### src/rtl/spm_pkg.sv
`timescale 1ns / 1ps
// Shared types, widths and codes of the single pattern matcher.
// No dependencies; every other file of the block imports this package.
package spm_pkg;

  localparam int MAX_PATTERN_LENGTH_DEF = 64;
  localparam int OFFSET_WIDTH_DEF       = 32;

  localparam int ACTION_W = 2;
  localparam int SYMBOL_W = 8;
  localparam int INDEX_W  = 6;
  localparam int LENGTH_W = 7;

  localparam logic [LENGTH_W-1:0] LENGTH_RESET = 7'd1;

  typedef enum logic [ACTION_W-1:0] {
    ACT_PATTERN = 2'd0,
    ACT_TEXT    = 2'd1,
    ACT_RESTART = 2'd2
  } action_t;

  typedef logic [SYMBOL_W-1:0] symbol_t;

  typedef struct packed {
    logic    shift;
    logic    rotate;
    logic    capture;
    symbol_t sym;
  } cell_ctrl_t;

endpackage

### src/rtl/spm_if.sv
`timescale 1ns / 1ps
// Channel interfaces of the single pattern matcher: input, result and config.
// Depends on spm_pkg.
interface spm_in_if;
  import spm_pkg::*;

  logic                valid;
  logic                ready;
  logic [ACTION_W-1:0] action;
  symbol_t             symbol;
  logic [INDEX_W-1:0]  pattern_index;

  modport source (output valid, output action, output symbol, output pattern_index,
                  input ready);
  modport sink   (input valid, input action, input symbol, input pattern_index,
                  output ready);
endinterface

interface spm_out_if #(
  parameter int OFFSET_WIDTH = spm_pkg::OFFSET_WIDTH_DEF
);
  logic                    valid;
  logic                    ready;
  logic [OFFSET_WIDTH-1:0] match_offset;
  logic                    offset_saturated;

  modport source (output valid, output match_offset, output offset_saturated,
                  input ready);
  modport sink   (input valid, input match_offset, input offset_saturated,
                  output ready);
endinterface

interface spm_cfg_if;
  import spm_pkg::*;

  logic                valid;
  logic                ready;
  logic [LENGTH_W-1:0] pattern_length;

  modport source (output valid, output pattern_length, input ready);
  modport sink   (input valid, input pattern_length, output ready);
endinterface

### src/rtl/spm_cell.sv
`timescale 1ns / 1ps
// One matcher cell: a text window byte, a pattern byte and a compare flag.
// Depends on spm_pkg; instantiated in a row by single_pattern_matcher.
module spm_cell (
  input  logic             clk,
  input  spm_pkg::cell_ctrl_t ctrl,
  input  spm_pkg::symbol_t win_in,
  output spm_pkg::symbol_t win_out,
  input  spm_pkg::symbol_t pat_in,
  output spm_pkg::symbol_t pat_out,
  input  logic             wr_sel,
  input  logic             active,
  output logic             hit
);
  import spm_pkg::*;

  symbol_t win_r;
  symbol_t pat_r;
  logic    hit_r;

  always_ff @(posedge clk) begin
    if (ctrl.shift) begin
      win_r <= win_in;
    end
    if (ctrl.rotate) begin
      pat_r <= pat_in;
    end else if (wr_sel) begin
      pat_r <= ctrl.sym;
    end
    if (ctrl.capture) begin
      hit_r <= !active || (pat_r == win_r);
    end
  end

  assign win_out = win_r;
  assign pat_out = pat_r;
  assign hit     = hit_r;

endmodule

### src/rtl/single_pattern_matcher.sv
`timescale 1ns / 1ps
// Top level of the single pattern matcher: control, counters and the cell row.
// Depends on spm_pkg, spm_if and spm_cell.
//
//  channel   dir   payload                                  handshake
//  in_if     in    action, symbol, pattern_index            valid/ready
//  out_if    out   match_offset, offset_saturated           valid/ready
//  cfg_if    in    pattern_length                           valid/ready, ready always 1
//
// One item per cycle while in_if.ready is high; a matching text word's result passes through p0 and p1 to out_if.
// The row shifts one text byte per cycle while text is accepted and compares all cells in parallel.
// After a pattern_length write the pattern row rotates into place, one cell a cycle,
// with in_if.ready low until it is aligned.
// A stalled output holds the result; a pending match then holds the two stages behind it, then the input.
// Reset: synchronous, active low; clears control and counters, sets pattern_length to one.
module single_pattern_matcher #(
  parameter int MAX_PATTERN_LENGTH = spm_pkg::MAX_PATTERN_LENGTH_DEF,
  parameter int OFFSET_WIDTH       = spm_pkg::OFFSET_WIDTH_DEF
) (
  input  logic       clk,
  input  logic       rst_n,
  spm_in_if.sink     in_if,
  spm_out_if.source  out_if,
  spm_cfg_if.sink    cfg_if
);
  import spm_pkg::*;

  localparam int AW = (MAX_PATTERN_LENGTH > 1) ? $clog2(MAX_PATTERN_LENGTH) : 1;
  localparam int SW = ((AW > INDEX_W) ? AW : INDEX_W) + 1;
  localparam int OW = OFFSET_WIDTH;
  localparam logic [OW-1:0] POS_MAX  = {OW{1'b1}};
  localparam logic [OW-1:0] MAX_EXT  = OW'(MAX_PATTERN_LENGTH);
  localparam logic [AW-1:0] AL_LAST  = AW'(MAX_PATTERN_LENGTH - 1);
  localparam logic [SW-1:0] MAX_SW   = SW'(MAX_PATTERN_LENGTH);

  action_t act;
  logic    in_acc, is_text, is_pat, is_rst;

  logic [LENGTH_W-1:0] len_r, len_nxt;
  logic [OW-1:0]       len_ext, act_len;
  logic [AW-1:0]       al_r, al_nxt, al_target;
  logic                aligned;

  logic [SW-1:0] wr_sum, wr_addr;
  logic          wr_ok;

  logic [OW-1:0] pos_r, pos_nxt;
  logic          sat_r, sat_nxt;
  logic [OW:0]   pos_inc;
  logic          elig;
  logic [OW-1:0] offset;

  logic          p0_valid_r, p0_valid_nxt, p0_elig_r, p0_sat_r;
  logic [OW-1:0] p0_off_r;
  logic          p1_valid_r, p1_valid_nxt, p1_elig_r, p1_sat_r;
  logic [OW-1:0] p1_off_r;
  logic          out_valid_r, out_valid_nxt, out_sat_r;
  logic [OW-1:0] out_off_r;

  logic p0_go, p1_go, p1_free, out_free, hit;

  cell_ctrl_t                  ctrl;
  symbol_t                     win_q [MAX_PATTERN_LENGTH];
  symbol_t                     pat_q [MAX_PATTERN_LENGTH];
  logic [MAX_PATTERN_LENGTH-1:0] cell_hit;

  assign act     = action_t'(in_if.action);
  assign in_acc  = in_if.valid && in_if.ready;
  assign is_text = in_acc && (act == ACT_TEXT);
  assign is_pat  = in_acc && (act == ACT_PATTERN);
  assign is_rst  = in_acc && (act == ACT_RESTART);

  // length and pattern alignment
  assign cfg_if.ready = 1'b1;
  assign len_nxt = (cfg_if.valid && cfg_if.ready) ? cfg_if.pattern_length : len_r;
  assign len_ext = OW'(len_r);
  assign act_len = (len_ext > MAX_EXT) ? MAX_EXT : len_ext;
  assign al_target = (act_len == '0) ? al_r : AW'(MAX_EXT - act_len);
  assign aligned   = (al_r == al_target);
  assign al_nxt    = aligned ? al_r : ((al_r == '0) ? AL_LAST : al_r - 1'b1);

  assign wr_sum  = SW'(in_if.pattern_index) + SW'(al_r);
  assign wr_addr = (wr_sum >= MAX_SW) ? wr_sum - MAX_SW : wr_sum;
  assign wr_ok   = is_pat && (SW'(in_if.pattern_index) < MAX_SW);

  // text position
  assign pos_inc = {1'b0, pos_r} + (OW+1)'(1);
  assign elig    = (act_len != '0) && (pos_inc >= {1'b0, act_len});
  assign offset  = OW'(pos_inc - {1'b0, act_len});

  always_comb begin
    pos_nxt = pos_r;
    sat_nxt = sat_r;
    if (is_rst) begin
      pos_nxt = '0;
      sat_nxt = 1'b0;
    end else if (is_text) begin
      if (pos_r == POS_MAX) begin
        sat_nxt = 1'b1;
      end else begin
        pos_nxt = OW'(pos_inc);
      end
    end
  end

  // pipeline handshake
  assign hit      = p1_valid_r && p1_elig_r && (&cell_hit);
  assign out_free = !out_valid_r || out_if.ready;
  assign p1_go    = p1_valid_r && (!hit || out_free);
  assign p1_free  = !p1_valid_r || p1_go;
  assign p0_go    = p0_valid_r && p1_free;
  assign in_if.ready = aligned && (!p0_valid_r || p1_free);

  assign p0_valid_nxt  = is_text || (p0_valid_r && !p0_go);
  assign p1_valid_nxt  = p0_go || (p1_valid_r && !p1_go);
  assign out_valid_nxt = (p1_go && hit) || (out_valid_r && !out_if.ready);

  always_ff @(posedge clk) begin
    if (!rst_n) begin
      len_r       <= LENGTH_RESET;
      al_r        <= AL_LAST;
      pos_r       <= '0;
      sat_r       <= 1'b0;
      p0_valid_r  <= 1'b0;
      p1_valid_r  <= 1'b0;
      out_valid_r <= 1'b0;
    end else begin
      len_r       <= len_nxt;
      al_r        <= al_nxt;
      pos_r       <= pos_nxt;
      sat_r       <= sat_nxt;
      p0_valid_r  <= p0_valid_nxt;
      p1_valid_r  <= p1_valid_nxt;
      out_valid_r <= out_valid_nxt;
    end
  end

  always_ff @(posedge clk) begin
    if (is_text) begin
      p0_elig_r <= elig;
      p0_off_r  <= offset;
      p0_sat_r  <= sat_r;
    end
    if (p0_go) begin
      p1_elig_r <= p0_elig_r;
      p1_off_r  <= p0_off_r;
      p1_sat_r  <= p0_sat_r;
    end
    if (p1_go && hit) begin
      out_off_r <= p1_off_r;
      out_sat_r <= p1_sat_r;
    end
  end

  // cell row
  assign ctrl.shift   = is_text;
  assign ctrl.rotate  = !aligned;
  assign ctrl.capture = p0_go;
  assign ctrl.sym     = in_if.symbol;

  for (genvar j = 0; j < MAX_PATTERN_LENGTH; j++) begin : g_cell
    localparam int NXT = (j + 1) % MAX_PATTERN_LENGTH;
    symbol_t win_in;
    logic    wr_sel, active;

    if (j == MAX_PATTERN_LENGTH - 1) begin : g_top
      assign win_in = in_if.symbol;
    end else begin : g_mid
      assign win_in = win_q[j+1];
    end
    assign wr_sel = wr_ok && (wr_addr == SW'(j));
    assign active = (AW'(j) >= al_r);

    spm_cell u_cell (
      .clk     (clk),
      .ctrl    (ctrl),
      .win_in  (win_in),
      .win_out (win_q[j]),
      .pat_in  (pat_q[NXT]),
      .pat_out (pat_q[j]),
      .wr_sel  (wr_sel),
      .active  (active),
      .hit     (cell_hit[j])
    );
  end

  assign out_if.valid            = out_valid_r;
  assign out_if.match_offset     = out_off_r;
  assign out_if.offset_saturated = out_sat_r;

endmodule

### src/flat_wrapper.sv
// flat-port wrapper written by rule: the top's interface ports become plain ports
module single_pattern_matcher_flat import spm_pkg::*;
#(
  parameter int MAX_PATTERN_LENGTH = spm_pkg::MAX_PATTERN_LENGTH_DEF,
  parameter int OFFSET_WIDTH       = spm_pkg::OFFSET_WIDTH_DEF
)
  (clk, rst_n, in_if_valid, in_if_action, in_if_symbol, in_if_pattern_index, in_if_ready, out_if_valid, out_if_match_offset, out_if_offset_saturated, out_if_ready, cfg_if_valid, cfg_if_pattern_length, cfg_if_ready);
  spm_in_if in_if_i ();
  spm_out_if #(.OFFSET_WIDTH(OFFSET_WIDTH)) out_if_i ();
  spm_cfg_if cfg_if_i ();
  input  logic clk;
  input  logic rst_n;
  input wire logic [$bits(in_if_i.valid)-1:0] in_if_valid;
  input wire logic [$bits(in_if_i.action)-1:0] in_if_action;
  input wire logic [$bits(in_if_i.symbol)-1:0] in_if_symbol;
  input wire logic [$bits(in_if_i.pattern_index)-1:0] in_if_pattern_index;
  output wire logic [$bits(in_if_i.ready)-1:0] in_if_ready;
  output wire logic [$bits(out_if_i.valid)-1:0] out_if_valid;
  output wire logic [$bits(out_if_i.match_offset)-1:0] out_if_match_offset;
  output wire logic [$bits(out_if_i.offset_saturated)-1:0] out_if_offset_saturated;
  input wire logic [$bits(out_if_i.ready)-1:0] out_if_ready;
  input wire logic [$bits(cfg_if_i.valid)-1:0] cfg_if_valid;
  input wire logic [$bits(cfg_if_i.pattern_length)-1:0] cfg_if_pattern_length;
  output wire logic [$bits(cfg_if_i.ready)-1:0] cfg_if_ready;
  assign in_if_i.valid = in_if_valid;
  assign in_if_i.action = in_if_action;
  assign in_if_i.symbol = in_if_symbol;
  assign in_if_i.pattern_index = in_if_pattern_index;
  assign in_if_ready = in_if_i.ready;
  assign out_if_valid = out_if_i.valid;
  assign out_if_match_offset = out_if_i.match_offset;
  assign out_if_offset_saturated = out_if_i.offset_saturated;
  assign out_if_i.ready = out_if_ready;
  assign cfg_if_i.valid = cfg_if_valid;
  assign cfg_if_i.pattern_length = cfg_if_pattern_length;
  assign cfg_if_ready = cfg_if_i.ready;
  single_pattern_matcher #(.MAX_PATTERN_LENGTH(MAX_PATTERN_LENGTH), .OFFSET_WIDTH(OFFSET_WIDTH)) u_core (.clk(clk), .rst_n(rst_n), .in_if(in_if_i), .out_if(out_if_i), .cfg_if(cfg_if_i));
endmodule
### config.mk
export PLATFORM = sky130hd
export DESIGN_NAME = single_pattern_matcher_flat
export DESIGN_NICKNAME = d
export VERILOG_FILES = /design/src/rtl/spm_pkg.sv /design/src/rtl/spm_if.sv /design/src/rtl/spm_cell.sv /design/src/rtl/single_pattern_matcher.sv /design/src/flat_wrapper.sv
export SDC_FILE = /design/constraint.sdc
export NUM_CORES = 2
export LEC_CHECK = 0
export ABC_AREA = 1
export BUFFER_PORTS_ARGS = -buffer_cell sky130_fd_sc_hd__buf_2
export CORE_UTILIZATION = 50
export DETAILED_ROUTE_END_ITERATION = 8
export GPL_TIMING_DRIVEN = 0
export PLACE_DENSITY = 0.66
export SLEW_MARGIN = 40
export SYNTH_ARGS = -nofsm -noshare
export SYNTH_HDL_FRONTEND = slang
export SYNTH_SLANG_ARGS = --single-unit
### constraint.sdc
create_clock -name clk -period 17.9 [get_ports clk]
set_input_delay 2.685 -clock clk [delete_from_list [all_inputs] [get_ports clk]]
set_output_delay 2.685 -clock clk [all_outputs]
set_load 0.01 [all_outputs]
==> flow_metrics.tcl <==
set metrics [dict create \
    fin_crit_ns 6.53 \
    power_density_nw_per_um2 155 \
    maxSlewViolCount 0 \
    final_antenna_net_count 0 \
    gp_congestion 0.927 \
    io_buffers 62 \
    first_pass_iters 6 \
    fp.dieArea_um2 106000 \
    antenna_found_initial 5 \
    clkLatencyLatePin_ns 0.74 \
    cts_inserted_buffers 132 \
    cts_root_buf "clkbuf_16" \
    required_ns 15.21 \
    yosysSeqAreaShare_pct 69.8 \
    drive_above_1_share_pct 14.2 \
    hold_path_class "reg -> reg" \
    syn_to_final_growth_pct 14.7 \
    dieWidth_um 326 \
    rows 118 \
    fin_setup_tns_ns 0 \
    worst_slew_pin_slew_ns 0.885 \
    critPathArrivalTime_ns 3.85 \
    drcViolationCount 0 \
    p_leak_nw 22.5 \
    initialDrtViolationCount 3951 \
    core_region_area_um2 104000 \
    post_cts_buffers 0 \
    avgViaCountPerCell 5.64 \
    max_cap_viol_count 0 \
    status "completed" \
    worst_hold_slack_ns 0.414 \
    clock_sinks 1238 \
    clkTransAtPathRegs_ns 0.06 \
    vias 33800 \
    die_y_um 326 \
    synth_ff_type "edfxtp_1" \
    antennaDiodeCount 0 \
    startpoint_type "primary input" \
    setup_violations 0 \
    clockBufferDepth 3 \
    cts_tree "done" \
    cts_hold_buf 0 \
    ir_worst_vdd_uv 81.4 \
    initial_utilization_pct 50.6 \
    synthArstFlopShare_pct 0 \
    ctsHtreeMaxLevel 4 \
    syn_area_um2 52600 \
    wl_per_cell_um 22.8 \
    cts_resized 0 \
    yosys_warnings 0 \
    synthMuxAreaShare_pct 0 \
    synth_compound_area_share_pct 4.85 \
    synth-edff-count 1189 \
    synth_cell_types 55 \
    final_common_cell "edfxtp_1" \
    grt_pass1_vias 33200 \
    syn_nets 4332 \
    io-pin-count 64 \
    path_class "in -> out" \
    worst-path-max-fanout 5 \
    fmax_mhz 153 \
    ys_seq_elements 1238 \
    period_share_pct 36.5 \
    synthAdderAreaFrac_pct 0.505 \
    netlist_instances 4284 \
    hpwl_um 95600 \
    grt_max_degree 72 \
    track_usage_pct 25.8 \
    synth_simple_gate_area_share_pct 14.5 \
    synth.avg_cell_area_um2 12.3 \
    final_cell_mix "edfxtp_1, nand2_1, xnor2_1, inv_1, o21ai_0" \
    maxSlewHeadroom_pct 40.8 \
    grt_overflow 0 \
    layout.nets 4553 \
    fin_worst_skew_ns 0.0245 \
    hold_viol_final 0 \
    grt_pass1_wl_um 205000 \
    rsz0062_at_grt "no" \
    synth_xor_area_share_pct 6.69 \
    synth_top_family_by_area "simple AND/OR/NAND/NOR gates" \
    drt-total-wl_um 136000 \
    end_kind "output pin" \
]
==> registers in the layout (all words and copies together) (netlist names), 7 cells and up <==
signal and count:
u_core.p0_off_r 32, u_core.p1_off_r 32, u_core.g_cell.u_cell.pat_out 512, u_core.len_r 7, u_core.g_cell.u_cell.hit 64, u_core.out_if.match_offset 32
u_core.g_cell.u_cell.win_out 512, u_core.pos_r 32
==> layer usage <==
| layer | global-route usage [%] | vias up | wire, µm |
|---|---|---|---|
| li1 | - | 15300 | - |
| met1 | 37.0 | 16700 | 58300 |
| met2 | 39.2 | 1485 | 61500 |
| met3 | 5.09 | 248 | 12300 |
| met4 | 9.03 | 4 | 4130 |
| met5 | 0 | - | 27 |
==> power by group <==
group	total (mW)	switching [mW]	internal (mW)	leakage, nW
sequential	4.49	0.383	4.11	11.7
combinational	2.13	1.35	0.781	8.70
clock	2.75	1.14	1.61	2.12
total	9.37	2.87	6.50	22.5
==> cells by family (layout without fill, tap and decap cells) <==
group / after synthesis / count (layout)
and+or+nand+nor: 1739 / 1739
DFF: 1238 / 1238
buffers and inverters: 460 / 786
AOI/OAI and AO/OA: 428 / 428
xor gates and xnor gates: 398 / 398
adders and majority gates: 20 / 20
other: 1 / 1
==> critical path, cell delays in order <==
cell and delay, ns:
buf_2 0.11, nor2_1 0.42, nand4_1 0.22, nand3_1 0.21, inv_1 0.07, buf_2 0.14
==> per-stage QoR <==
step	worst slack (ns)	instance area [µm²]	instances	util [%]	power, mW
detailed placement	11.37	55800	5751	53.7	6.61
global route	11.25	60300	5990	58.0	9.81
CTS	11.35	60100	5990	57.9	9.37
finish	11.37	60300	5990	58.0	9.37
floorplan	7.66	52600	4284	-	5.86
global placement	3.89	54600	5726	52.5	6.51
==> cells in the mapped netlist (22+ instances only) <==
cell	number	area (µm²)
inv_1	296	1110
nand3_1	114	571
or2_2	159	995
nand4_1	137	857
edfxtp_1	1189	35700
xor2_1	61	534
buf_4	22	165
clkbuf_1	63	236
a21oi_1	48	240
buf_2	61	305
dfxtp_1	49	981
o41ai_1	27	236
o21ai_0	233	1170
nor2_1	173	649
xnor2_1	333	2920
o31ai_1	74	556
nand2_1	1102	4140
==> area by class of cell <==
| class | instances | area [µm²] |
|---|---|---|
| clock buffer | 171 | 3660 |
| sequential | 1238 | 36700 |
| clock inverter | 68 | 677 |
| tap | 1380 | 1730 |
| inverter | 306 | 1150 |
| fill | 8364 | 43600 |
| timing repair buffer | 87 | 753 |
| buffer | 154 | 777 |
| multi-input combinational | 2586 | 14900 |
==> path summary, 6_finish.rpt <==
check | start | end | slack, ns | cells past startpoint
max | out_if_ready | in_if_ready | 11.37 | 6
min | u_core.p1_off_r[0] | u_core.out_if.match_offset[0] | 0.41 | 0
max reg2reg | u_core.al_r[5] | u_core.g_cell[9].u_cell.win_out[1] | 13.51 | 14
min reg2reg | u_core.p1_off_r[0] | u_core.out_if.match_offset[0] | 0.41 | 0
(Power assumes the default switching activity.)
